**config.mk**
```make
export PLATFORM = sky130hd
export DESIGN_NAME = tactile_frame_touch_detector
export DESIGN_NICKNAME = d
export VERILOG_FILES = /design/src/hdl/tfd_pkg.sv /design/src/hdl/tfd_cfg_regs.sv /design/src/hdl/tfd_frame_accum.sv /design/src/hdl/tactile_frame_touch_detector.sv
export SDC_FILE = /design/constraint.sdc
export NUM_CORES = 1
export LEC_CHECK = 0
export ABC_AREA = 1
export BUFFER_PORTS_ARGS = -buffer_cell sky130_fd_sc_hd__buf_2
export CORE_MARGIN = 3
export CORE_UTILIZATION = 43
export CTS_CLUSTER_DIAMETER = 200
export CTS_CLUSTER_SIZE = 12
export DETAILED_ROUTE_END_ITERATION = 8
export HOLD_SLACK_MARGIN = 0.05
export SETUP_SLACK_MARGIN = 0.4
export SYNTH_ARGS = -nofsm -noshare
export SYNTH_HDL_FRONTEND = slang
export SYNTH_SLANG_ARGS = --single-unit
export TNS_END_PERCENT = 100
```
**constraint.sdc**
```tcl
create_clock -name i_clk -period 4.2 [get_ports i_clk]
set_input_delay 0.21 -clock i_clk [delete_from_list [all_inputs] [get_ports i_clk]]
set_output_delay 0.21 -clock i_clk [all_outputs]
set_load 0.01 [all_outputs]
```
**src/hdl/tfd_pkg.sv**
```systemverilog
// ----------------------------------------------------------------------------
// tfd_pkg: shared types and constants of the tactile frame touch detector
// request payloads, configuration record, register indexes and method codes
// ----------------------------------------------------------------------------
package tfd_pkg;

    // field widths
    localparam int SAMPLE_W = 8;
    localparam int SUM_W    = 18;
    localparam int CNT_W    = 11;
    localparam int CFG_IDX_W  = 3;
    localparam int CFG_DATA_W = 18;

    // default frame size bound
    localparam int MAX_TAXELS_DEF = 1024;
    // largest value the count field holds
    localparam int COUNT_FIELD_TOP = 2047;

    // raw mode inversion reference
    localparam logic [SAMPLE_W-1:0] RAW_REFERENCE = 8'd244;

    // register indexes
    localparam logic [CFG_IDX_W-1:0] CFG_CALIBRATED_MODE = 3'd0;
    localparam logic [CFG_IDX_W-1:0] CFG_DETECT_METHOD   = 3'd1;
    localparam logic [CFG_IDX_W-1:0] CFG_LEVEL_THRESHOLD = 3'd2;
    localparam logic [CFG_IDX_W-1:0] CFG_FORCE_THRESHOLD = 3'd3;
    localparam logic [CFG_IDX_W-1:0] CFG_COUNT_THRESHOLD = 3'd4;

    // detection methods
    localparam logic [1:0] METHOD_MAX   = 2'd0;
    localparam logic [1:0] METHOD_SUM   = 2'd1;
    localparam logic [1:0] METHOD_COUNT = 2'd2;

    // register reset values
    localparam logic [SUM_W-1:0]    LEVEL_RESET = 18'd100;
    localparam logic [SAMPLE_W-1:0] FORCE_RESET = 8'd50;
    localparam logic [CNT_W-1:0]    COUNT_RESET = 11'd5;

    typedef struct packed {
        logic [SAMPLE_W-1:0] sample;
        logic                last_sample;
    } t_in;

    typedef struct packed {
        logic                touched;
        logic [SAMPLE_W-1:0] frame_max;
        logic [SUM_W-1:0]    frame_sum;
        logic [CNT_W-1:0]    above_count;
    } t_out;

    typedef struct packed {
        logic                calibrated_mode;
        logic [1:0]          detect_method;
        logic [SUM_W-1:0]    level_threshold;
        logic [SAMPLE_W-1:0] force_threshold;
        logic [CNT_W-1:0]    count_threshold;
    } t_cfg;

endpackage

```
**src/hdl/tfd_cfg_regs.sv**
```systemverilog
// ----------------------------------------------------------------------------
// tfd_cfg_regs: configuration register file
// write-only registers, each keeps only its own width
// ----------------------------------------------------------------------------
module tfd_cfg_regs (
    input  logic                            i_clk,
    input  logic                            i_rst_n,
    input  logic                            i_cfg_we,
    input  logic [tfd_pkg::CFG_IDX_W-1:0]   i_cfg_index,
    input  logic [tfd_pkg::CFG_DATA_W-1:0]  i_cfg_data,
    output tfd_pkg::t_cfg                   o_cfg
);
    import tfd_pkg::*;

    t_cfg r_cfg;

    // register writes, unknown indexes ignored
    always_ff @(posedge i_clk) begin
        if (!i_rst_n) begin
            r_cfg.calibrated_mode <= 1'b0;
            r_cfg.detect_method   <= METHOD_MAX;
            r_cfg.level_threshold <= LEVEL_RESET;
            r_cfg.force_threshold <= FORCE_RESET;
            r_cfg.count_threshold <= COUNT_RESET;
        end else if (i_cfg_we) begin
            unique case (i_cfg_index)
                CFG_CALIBRATED_MODE: r_cfg.calibrated_mode <= i_cfg_data[0];
                CFG_DETECT_METHOD:   r_cfg.detect_method   <= i_cfg_data[1:0];
                CFG_LEVEL_THRESHOLD: r_cfg.level_threshold <= i_cfg_data[SUM_W-1:0];
                CFG_FORCE_THRESHOLD: r_cfg.force_threshold <= i_cfg_data[SAMPLE_W-1:0];
                CFG_COUNT_THRESHOLD: r_cfg.count_threshold <= i_cfg_data[CNT_W-1:0];
                default: ;
            endcase
        end
    end

    assign o_cfg = r_cfg;

endmodule

```
**src/hdl/tfd_frame_accum.sv**
```systemverilog
// ----------------------------------------------------------------------------
// tfd_frame_accum: sample conditioning and frame accumulators
// running max, saturating sum and count, with the touch decision per frame
// ----------------------------------------------------------------------------
module tfd_frame_accum #(
    parameter int MAX_TAXELS = tfd_pkg::MAX_TAXELS_DEF
) (
    input  logic           i_clk,
    input  logic           i_rst_n,
    input  logic           i_step,
    input  tfd_pkg::t_in   i_item,
    input  tfd_pkg::t_cfg  i_cfg,
    output tfd_pkg::t_out  o_result
);
    import tfd_pkg::*;

    localparam int CAP_INT = (MAX_TAXELS < COUNT_FIELD_TOP) ? MAX_TAXELS : COUNT_FIELD_TOP;
    localparam logic [CNT_W-1:0] COUNT_CAP = CNT_W'(CAP_INT);

    logic [SAMPLE_W-1:0] r_max, n_max;
    logic [SUM_W-1:0]    r_sum, n_sum;
    logic [CNT_W-1:0]    r_count, n_count;

    logic [SAMPLE_W-1:0] w_value;
    logic [SUM_W:0]      w_sum_ext;
    logic                w_touched;

    // conditioning: pass through, or inverted against the reference (zero above it)
    always_comb begin
        if (i_cfg.calibrated_mode) begin
            w_value = i_item.sample;
        end else if (i_item.sample <= RAW_REFERENCE) begin
            w_value = RAW_REFERENCE - i_item.sample;
        end else begin
            w_value = '0;
        end
    end

    // updated statistics including this sample
    always_comb begin
        n_max     = (w_value > r_max) ? w_value : r_max;
        w_sum_ext = {1'b0, r_sum} + {{(SUM_W + 1 - SAMPLE_W){1'b0}}, w_value};
        n_sum     = w_sum_ext[SUM_W] ? {SUM_W{1'b1}} : w_sum_ext[SUM_W-1:0];
        n_count   = r_count;
        if (w_value > i_cfg.force_threshold && r_count < COUNT_CAP) begin
            n_count = r_count + CNT_W'(1);
        end
    end

    // touch decision, unknown method never touches
    always_comb begin
        unique case (i_cfg.detect_method)
            METHOD_MAX:   w_touched = {{(SUM_W - SAMPLE_W){1'b0}}, n_max} > i_cfg.level_threshold;
            METHOD_SUM:   w_touched = n_sum > i_cfg.level_threshold;
            METHOD_COUNT: w_touched = n_count > i_cfg.count_threshold;
            default:      w_touched = 1'b0;
        endcase
    end

    assign o_result.touched     = w_touched;
    assign o_result.frame_max   = n_max;
    assign o_result.frame_sum   = n_sum;
    assign o_result.above_count = n_count;

    // accumulators, cleared after the last sample of a frame
    always_ff @(posedge i_clk) begin
        if (!i_rst_n) begin
            r_max   <= '0;
            r_sum   <= '0;
            r_count <= '0;
        end else if (i_step) begin
            if (i_item.last_sample) begin
                r_max   <= '0;
                r_sum   <= '0;
                r_count <= '0;
            end else begin
                r_max   <= n_max;
                r_sum   <= n_sum;
                r_count <= n_count;
            end
        end
    end

endmodule

```
**src/hdl/tactile_frame_touch_detector.sv**
```systemverilog
// ----------------------------------------------------------------------------
// tactile_frame_touch_detector: per-frame touch detection on taxel samples
// input register, frame accumulators and an output result register
// ----------------------------------------------------------------------------
// Usage:
//   input channel carries one taxel sample and its end-of-frame mark per
//   request (i_in_valid / o_in_stall / i_in_data). A request is taken at an
//   edge with valid high and stall low.
//   output channel carries one result per frame (o_out_valid / i_out_stall /
//   o_out_data), produced from the sample marked last.
//   configuration is a plain write port (i_cfg_we, i_cfg_index, i_cfg_data);
//   the user must write it only while the block is idle; the block does not enforce it.
// Timing:
//   one sample per cycle sustained unless a last sample waits on a stalled
//   result; the accumulator update is a single compare and add between the
//   input register and the accumulators. A result is valid once its last
//   sample moves from the input register into a free result register.
// Reset:
//   synchronous active low; empties both registers, clears the accumulators
//   and loads the register defaults.
// Stall:
//   a stalled result holds; samples that end no frame keep flowing, and a
//   last sample waits in the input register until the result is taken.
// ----------------------------------------------------------------------------
module tactile_frame_touch_detector #(
    parameter int MAX_TAXELS = tfd_pkg::MAX_TAXELS_DEF
) (
    input  logic                            i_clk,
    input  logic                            i_rst_n,
    input  logic                            i_in_valid,
    output logic                            o_in_stall,
    input  tfd_pkg::t_in                    i_in_data,
    output logic                            o_out_valid,
    input  logic                            i_out_stall,
    output tfd_pkg::t_out                   o_out_data,
    input  logic                            i_cfg_we,
    input  logic [tfd_pkg::CFG_IDX_W-1:0]   i_cfg_index,
    input  logic [tfd_pkg::CFG_DATA_W-1:0]  i_cfg_data
);
    import tfd_pkg::*;

    localparam int CAP_INT = (MAX_TAXELS < COUNT_FIELD_TOP) ? MAX_TAXELS : COUNT_FIELD_TOP;
    localparam logic [CNT_W-1:0] COUNT_CAP = CNT_W'(CAP_INT);

    t_cfg  w_cfg;
    t_out  w_result;
    t_in   r_s1;
    logic  r_s1_valid;
    t_out  r_out;
    logic  r_out_valid;
    logic  w_out_free;
    logic  w_step;
    logic  w_in_take;

    tfd_cfg_regs u_cfg (
        .i_clk       (i_clk),
        .i_rst_n     (i_rst_n),
        .i_cfg_we    (i_cfg_we),
        .i_cfg_index (i_cfg_index),
        .i_cfg_data  (i_cfg_data),
        .o_cfg       (w_cfg)
    );

    tfd_frame_accum #(
        .MAX_TAXELS (MAX_TAXELS)
    ) u_accum (
        .i_clk    (i_clk),
        .i_rst_n  (i_rst_n),
        .i_step   (w_step),
        .i_item   (r_s1),
        .i_cfg    (w_cfg),
        .o_result (w_result)
    );

    // handshake: a last sample advances only into a free result register
    assign w_out_free = !r_out_valid || !i_out_stall;
    assign w_step     = r_s1_valid && (!r_s1.last_sample || w_out_free);
    assign o_in_stall = r_s1_valid && !w_step;
    assign w_in_take  = i_in_valid && !o_in_stall;

    // input register
    always_ff @(posedge i_clk) begin
        if (!i_rst_n) begin
            r_s1_valid <= 1'b0;
        end else begin
            r_s1_valid <= w_in_take || (r_s1_valid && !w_step);
        end
    end

    always_ff @(posedge i_clk) begin
        if (w_in_take) begin
            r_s1 <= i_in_data;
        end
    end

    // result register
    always_ff @(posedge i_clk) begin
        if (!i_rst_n) begin
            r_out_valid <= 1'b0;
        end else if (w_step && r_s1.last_sample) begin
            r_out_valid <= 1'b1;
        end else if (!i_out_stall) begin
            r_out_valid <= 1'b0;
        end
    end

    always_ff @(posedge i_clk) begin
        if (w_step && r_s1.last_sample) begin
            r_out <= w_result;
        end
    end

    assign o_out_valid = r_out_valid;
    assign o_out_data  = r_out;

    // a new result only appears after a last sample advanced
    a_rise_from_last: assert property (@(posedge i_clk) disable iff (!i_rst_n)
        $rose(o_out_valid) |-> $past(w_step && r_s1.last_sample))
        else $error("result appeared without a last sample");

    // a held result is never overwritten
    a_no_overwrite: assert property (@(posedge i_clk) disable iff (!i_rst_n)
        (r_out_valid && i_out_stall) |-> !(w_step && r_s1.last_sample))
        else $error("stalled result overwritten");

    // the count never passes its cap
    a_count_cap: assert property (@(posedge i_clk) disable iff (!i_rst_n)
        o_out_valid |-> (o_out_data.above_count <= COUNT_CAP))
        else $error("above count beyond cap");

endmodule
```
==> results_dict.tcl <==
set metrics [dict create \
    clk_latency_ps 420 \
    clk_pin_slew_worst_paths_ps 60 \
    critPathSlowestCell "fa_2" \
    ys_seq_area_share_pct 41.01 \
    grt_use_total_pct 22.10 \
    synth_cell_types 37 \
    start_util_pct 44.01 \
    finalSetupViolations 0 \
    path_cells "inv_1, ha_2, o21ai_2, nand4_1, buf_4, nand2_4, inv_2, ha_4, fa_2, nand3_4, nand2_4, nand3_4, nand2_4, nand3_4, buf_6, nand2_4, ha_1, nand2_1, nor4_2, nand3_1, nand3_1, nand3_1" \
    async_reset_ff_share_pct 0 \
    yosys_warnings 0 \
    crit_path_end_kind "flip-flop" \
    numClockSinks 126 \
    die_height_um 136.3 \
    worstReg2RegEnd "o_out_data[37]$_DFFE_PP_" \
    synth-edff-count 47 \
    drv_slew 0 \
    netlist_instances 936 \
    syn_to_final_growth_pct 27.14 \
    hold_path_class "in -> reg" \
    synth_ff_type "dfxtp_1" \
    maxCapViolCount 0 \
    dp_hpwl_um 14650 \
    skew_ps 8.182 \
    row_count 47 \
    worstPathRequired_ps 4360 \
    max_stage_delay_ps 390 \
    grt_max_degree 40 \
    slew-limit-headroom_pct 27.74 \
    cpMostUsedCell "nand2_4" \
    power.leakage_uw 0.004139 \
    whs_ps 60.38 \
    die_area_mm2 0.01857 \
    core-area_mm2 0.01658 \
    ys_seq_elements 126 \
    final_layout_size_suffix_gt1_share_pct 24.31 \
    timing.rr.start "r_s1[2]$_DFFE_PP_" \
    root_buffer "clkbuf_16" \
    reg2reg_slack_ps 520 \
    overflow 0 \
    cp-start-kind "flip-flop" \
    grt_pass1_wl_um 31390 \
    fin_nets 1143 \
    netlist_area_mm2 0.007298 \
    tns_ps 0 \
    routabilityCongestion 0.8859 \
    die_x_um 136.3 \
    first_iter_violations 483 \
    antenna_found_initial 0 \
    grt_pass1_vias 6109 \
    vias 6592 \
    critPathLaunch "r_s1[2]$_DFFE_PP_" \
    fmaxAchievable_mhz 271.9 \
    final_hold_viol_count 0 \
    cts_tree "built" \
    min_period_over_period_pct 87.57 \
    max-vdd-ir-drop_mv 0.3017 \
    wl_um 20480 \
    worst_slack_ps 522.0 \
    outcome "finished clean" \
    n_antenna_cell 0 \
    io_buffers 74 \
    io_pins 75 \
    cts_made_buffers 17 \
    cp_max_fo 6 \
    power_density_mw_per_mm2 367.9 \
    crit_end "o_out_data[37]$_DFFE_PP_" \
    htreeDepth 4 \
    max_slew.worst_pin.slew_ps 1083 \
    totalPowerFinal_uw 3414 \
    timing.setup.critical_path_class "reg -> reg" \
    routedWlPerCell_um 16.03 \
    syn_area_per_cell_um2 7.797 \
    reg2reg_depth 22 \
    vias_per_cell 5.162 \
    clk_path_buf_depth 2 \
    route.detailed.drc 0 \
    arrival_ps 3840 \
    synth.net_count 1035 \
    rsz0062_at_grt "yes" \
    ant_nets 0 \
    place_ws_ps 186.4 \
    drt_first_pass_iters 5 \
    period_needed_ps 3678 \
]
==> cells in the final DEF, fill, tap and decap left out, drive strengths merged, types with 2 or more instances in the layout <==
master,n
nand2,245
inv,151
buf,101
a21oi,93
dfxtp,79
nand3,69
ha,63
o21ai,52
edfxtp,47
nor2,42
nand4,29
clkbuf,17
dlygate4sd3,10
nor3,10
clkinv,9
xor2,8
o21bai,5
o211ai,5
and2,5
nand3b,3
clkinvlp,3
nor4,3
o21a,2
xnor2,2
==> registers in the layout, summed over array words and instances, names as in the netlist <==
register         cells
u_cfg.o_cfg         40
o_out_data          38
u_accum.r_sum       18
u_accum.r_count     11
r_s1                 9
u_accum.r_max        8
o_out_valid          1
r_s1_valid           1
==> through the flow <==
| stage | std cells | utilization [%] | area [µm²] |
|---|---|---|---|
| floorplan | 936 | - | 7298 |
| global placement | 1219 | 47.76 | 7920 |
| detailed placement | 1219 | 47.76 | 7920 |
| CTS | 1267 | 52.54 | 8712 |
| global route | 1277 | 55.95 | 9279 |
| finish | 1277 | 55.95 | 9279 |
==> layout make-up <==
class,count,area [µm²]
Fill cell,1561,7305
Clock inverter,15,121.4
Timing Repair Buffer,111,695.7
Inverter,149,566.8
Sequential cell,126,2993
Clock buffer,17,425.4
Multi-Input combinational cell,639,4202
Tap cell,220,275.3
==> timing repair <==
item                       in CTS  in global routing
hold buffers                   10                  0
pin swaps                       5                 27
gates cloned                    2                  2
setup buffers                   4                  8
hold endpoints to repair       10                  0
resized for setup              24                 95
setup endpoints to repair       1                  1
==> power by group <==
part	internal (µW)	total (µW)	switching [µW]
Sequential	1320	1350	22.4
Combinational	267	691	424
Clock	808	1380	569
==> synth_stat cells (all sizes together) (2+ instances only) <==
master	number	share of area, %
nand2	245	14
inv	149	7.7
a21oi	93	6.8
dfxtp	79	22
nand3	67	5.2
ha	63	11
o21ai	52	3.6
edfxtp	47	19
nor2	42	2.2
nand4	29	2.5
clkbuf	16	0.82
nor3	10	0.99
buf	8	0.87
xor2	8	0.96
and2	5	0.45
o211ai	5	0.51
o21bai	5	0.51
nand3b	3	0.31
nor4	3	0.26
o21a	2	0.21
xnor2	2	0.24
==> per-layer routing <==
| metal | vias to the layer above | wire length (µm) | global-route usage (%) |
|---|---|---|---|
| li1 | 3317 | - | - |
| met4 | 0 | 423 | 7.279 |
| met1 | 3075 | 8704 | 26.98 |
| met3 | 26 | 1000 | 4.404 |
| met2 | 174 | 10350 | 38.99 |
| met5 | - | 0 | 0 |
==> logic make-up (layout without fill, tap and decap cells) <==
kind of cell / count (synthesis) / count (layout) / share of synthesized area, %
buffers and inverters: 173 / 292 / 9.361
AOI/OAI and AO/OA: 158 / 158 / 11.78
and+or+nand+nor: 405 / 407 / 25.58
DFF: 126 / 126 / 41.01
adders and majority gates: 64 / 64 / 11.07
xor gates and xnor gates: 10 / 10 / 1.200
==> worst max-delay path, delay by kind of cell (launching register included) <==
family	cells	cell delay [ps]
AO/OA/AOI/OAI	1	140
flip-flops	1	360
adder cells (fa/ha/maj)	4	1030
buffers and inverters	4	460
AND/OR/NAND/NOR	13	1420
==> worst min path at each step <==
stage                              start                            to  slack, ps  cells past startpoint
after CTS                 i_cfg_data[11]  u_cfg.o_cfg[30]$_SDFFE_PN0P_         60                      3
after detailed placement    i_in_data[6]             r_s1[6]$_DFFE_PP_        390                      1
final                     i_cfg_data[11]  u_cfg.o_cfg[30]$_SDFFE_PN0P_         60                      3
after floorplan             i_in_data[0]             r_s1[0]$_DFFE_PP_        310                      0
after global routing       i_cfg_data[2]   u_cfg.o_cfg[2]$_SDFFE_PN1P_         70                      3
after global placement      i_in_data[8]             r_s1[8]$_DFFE_PP_        390                      1
Note: power is estimated with default switching activity, not from simulation.
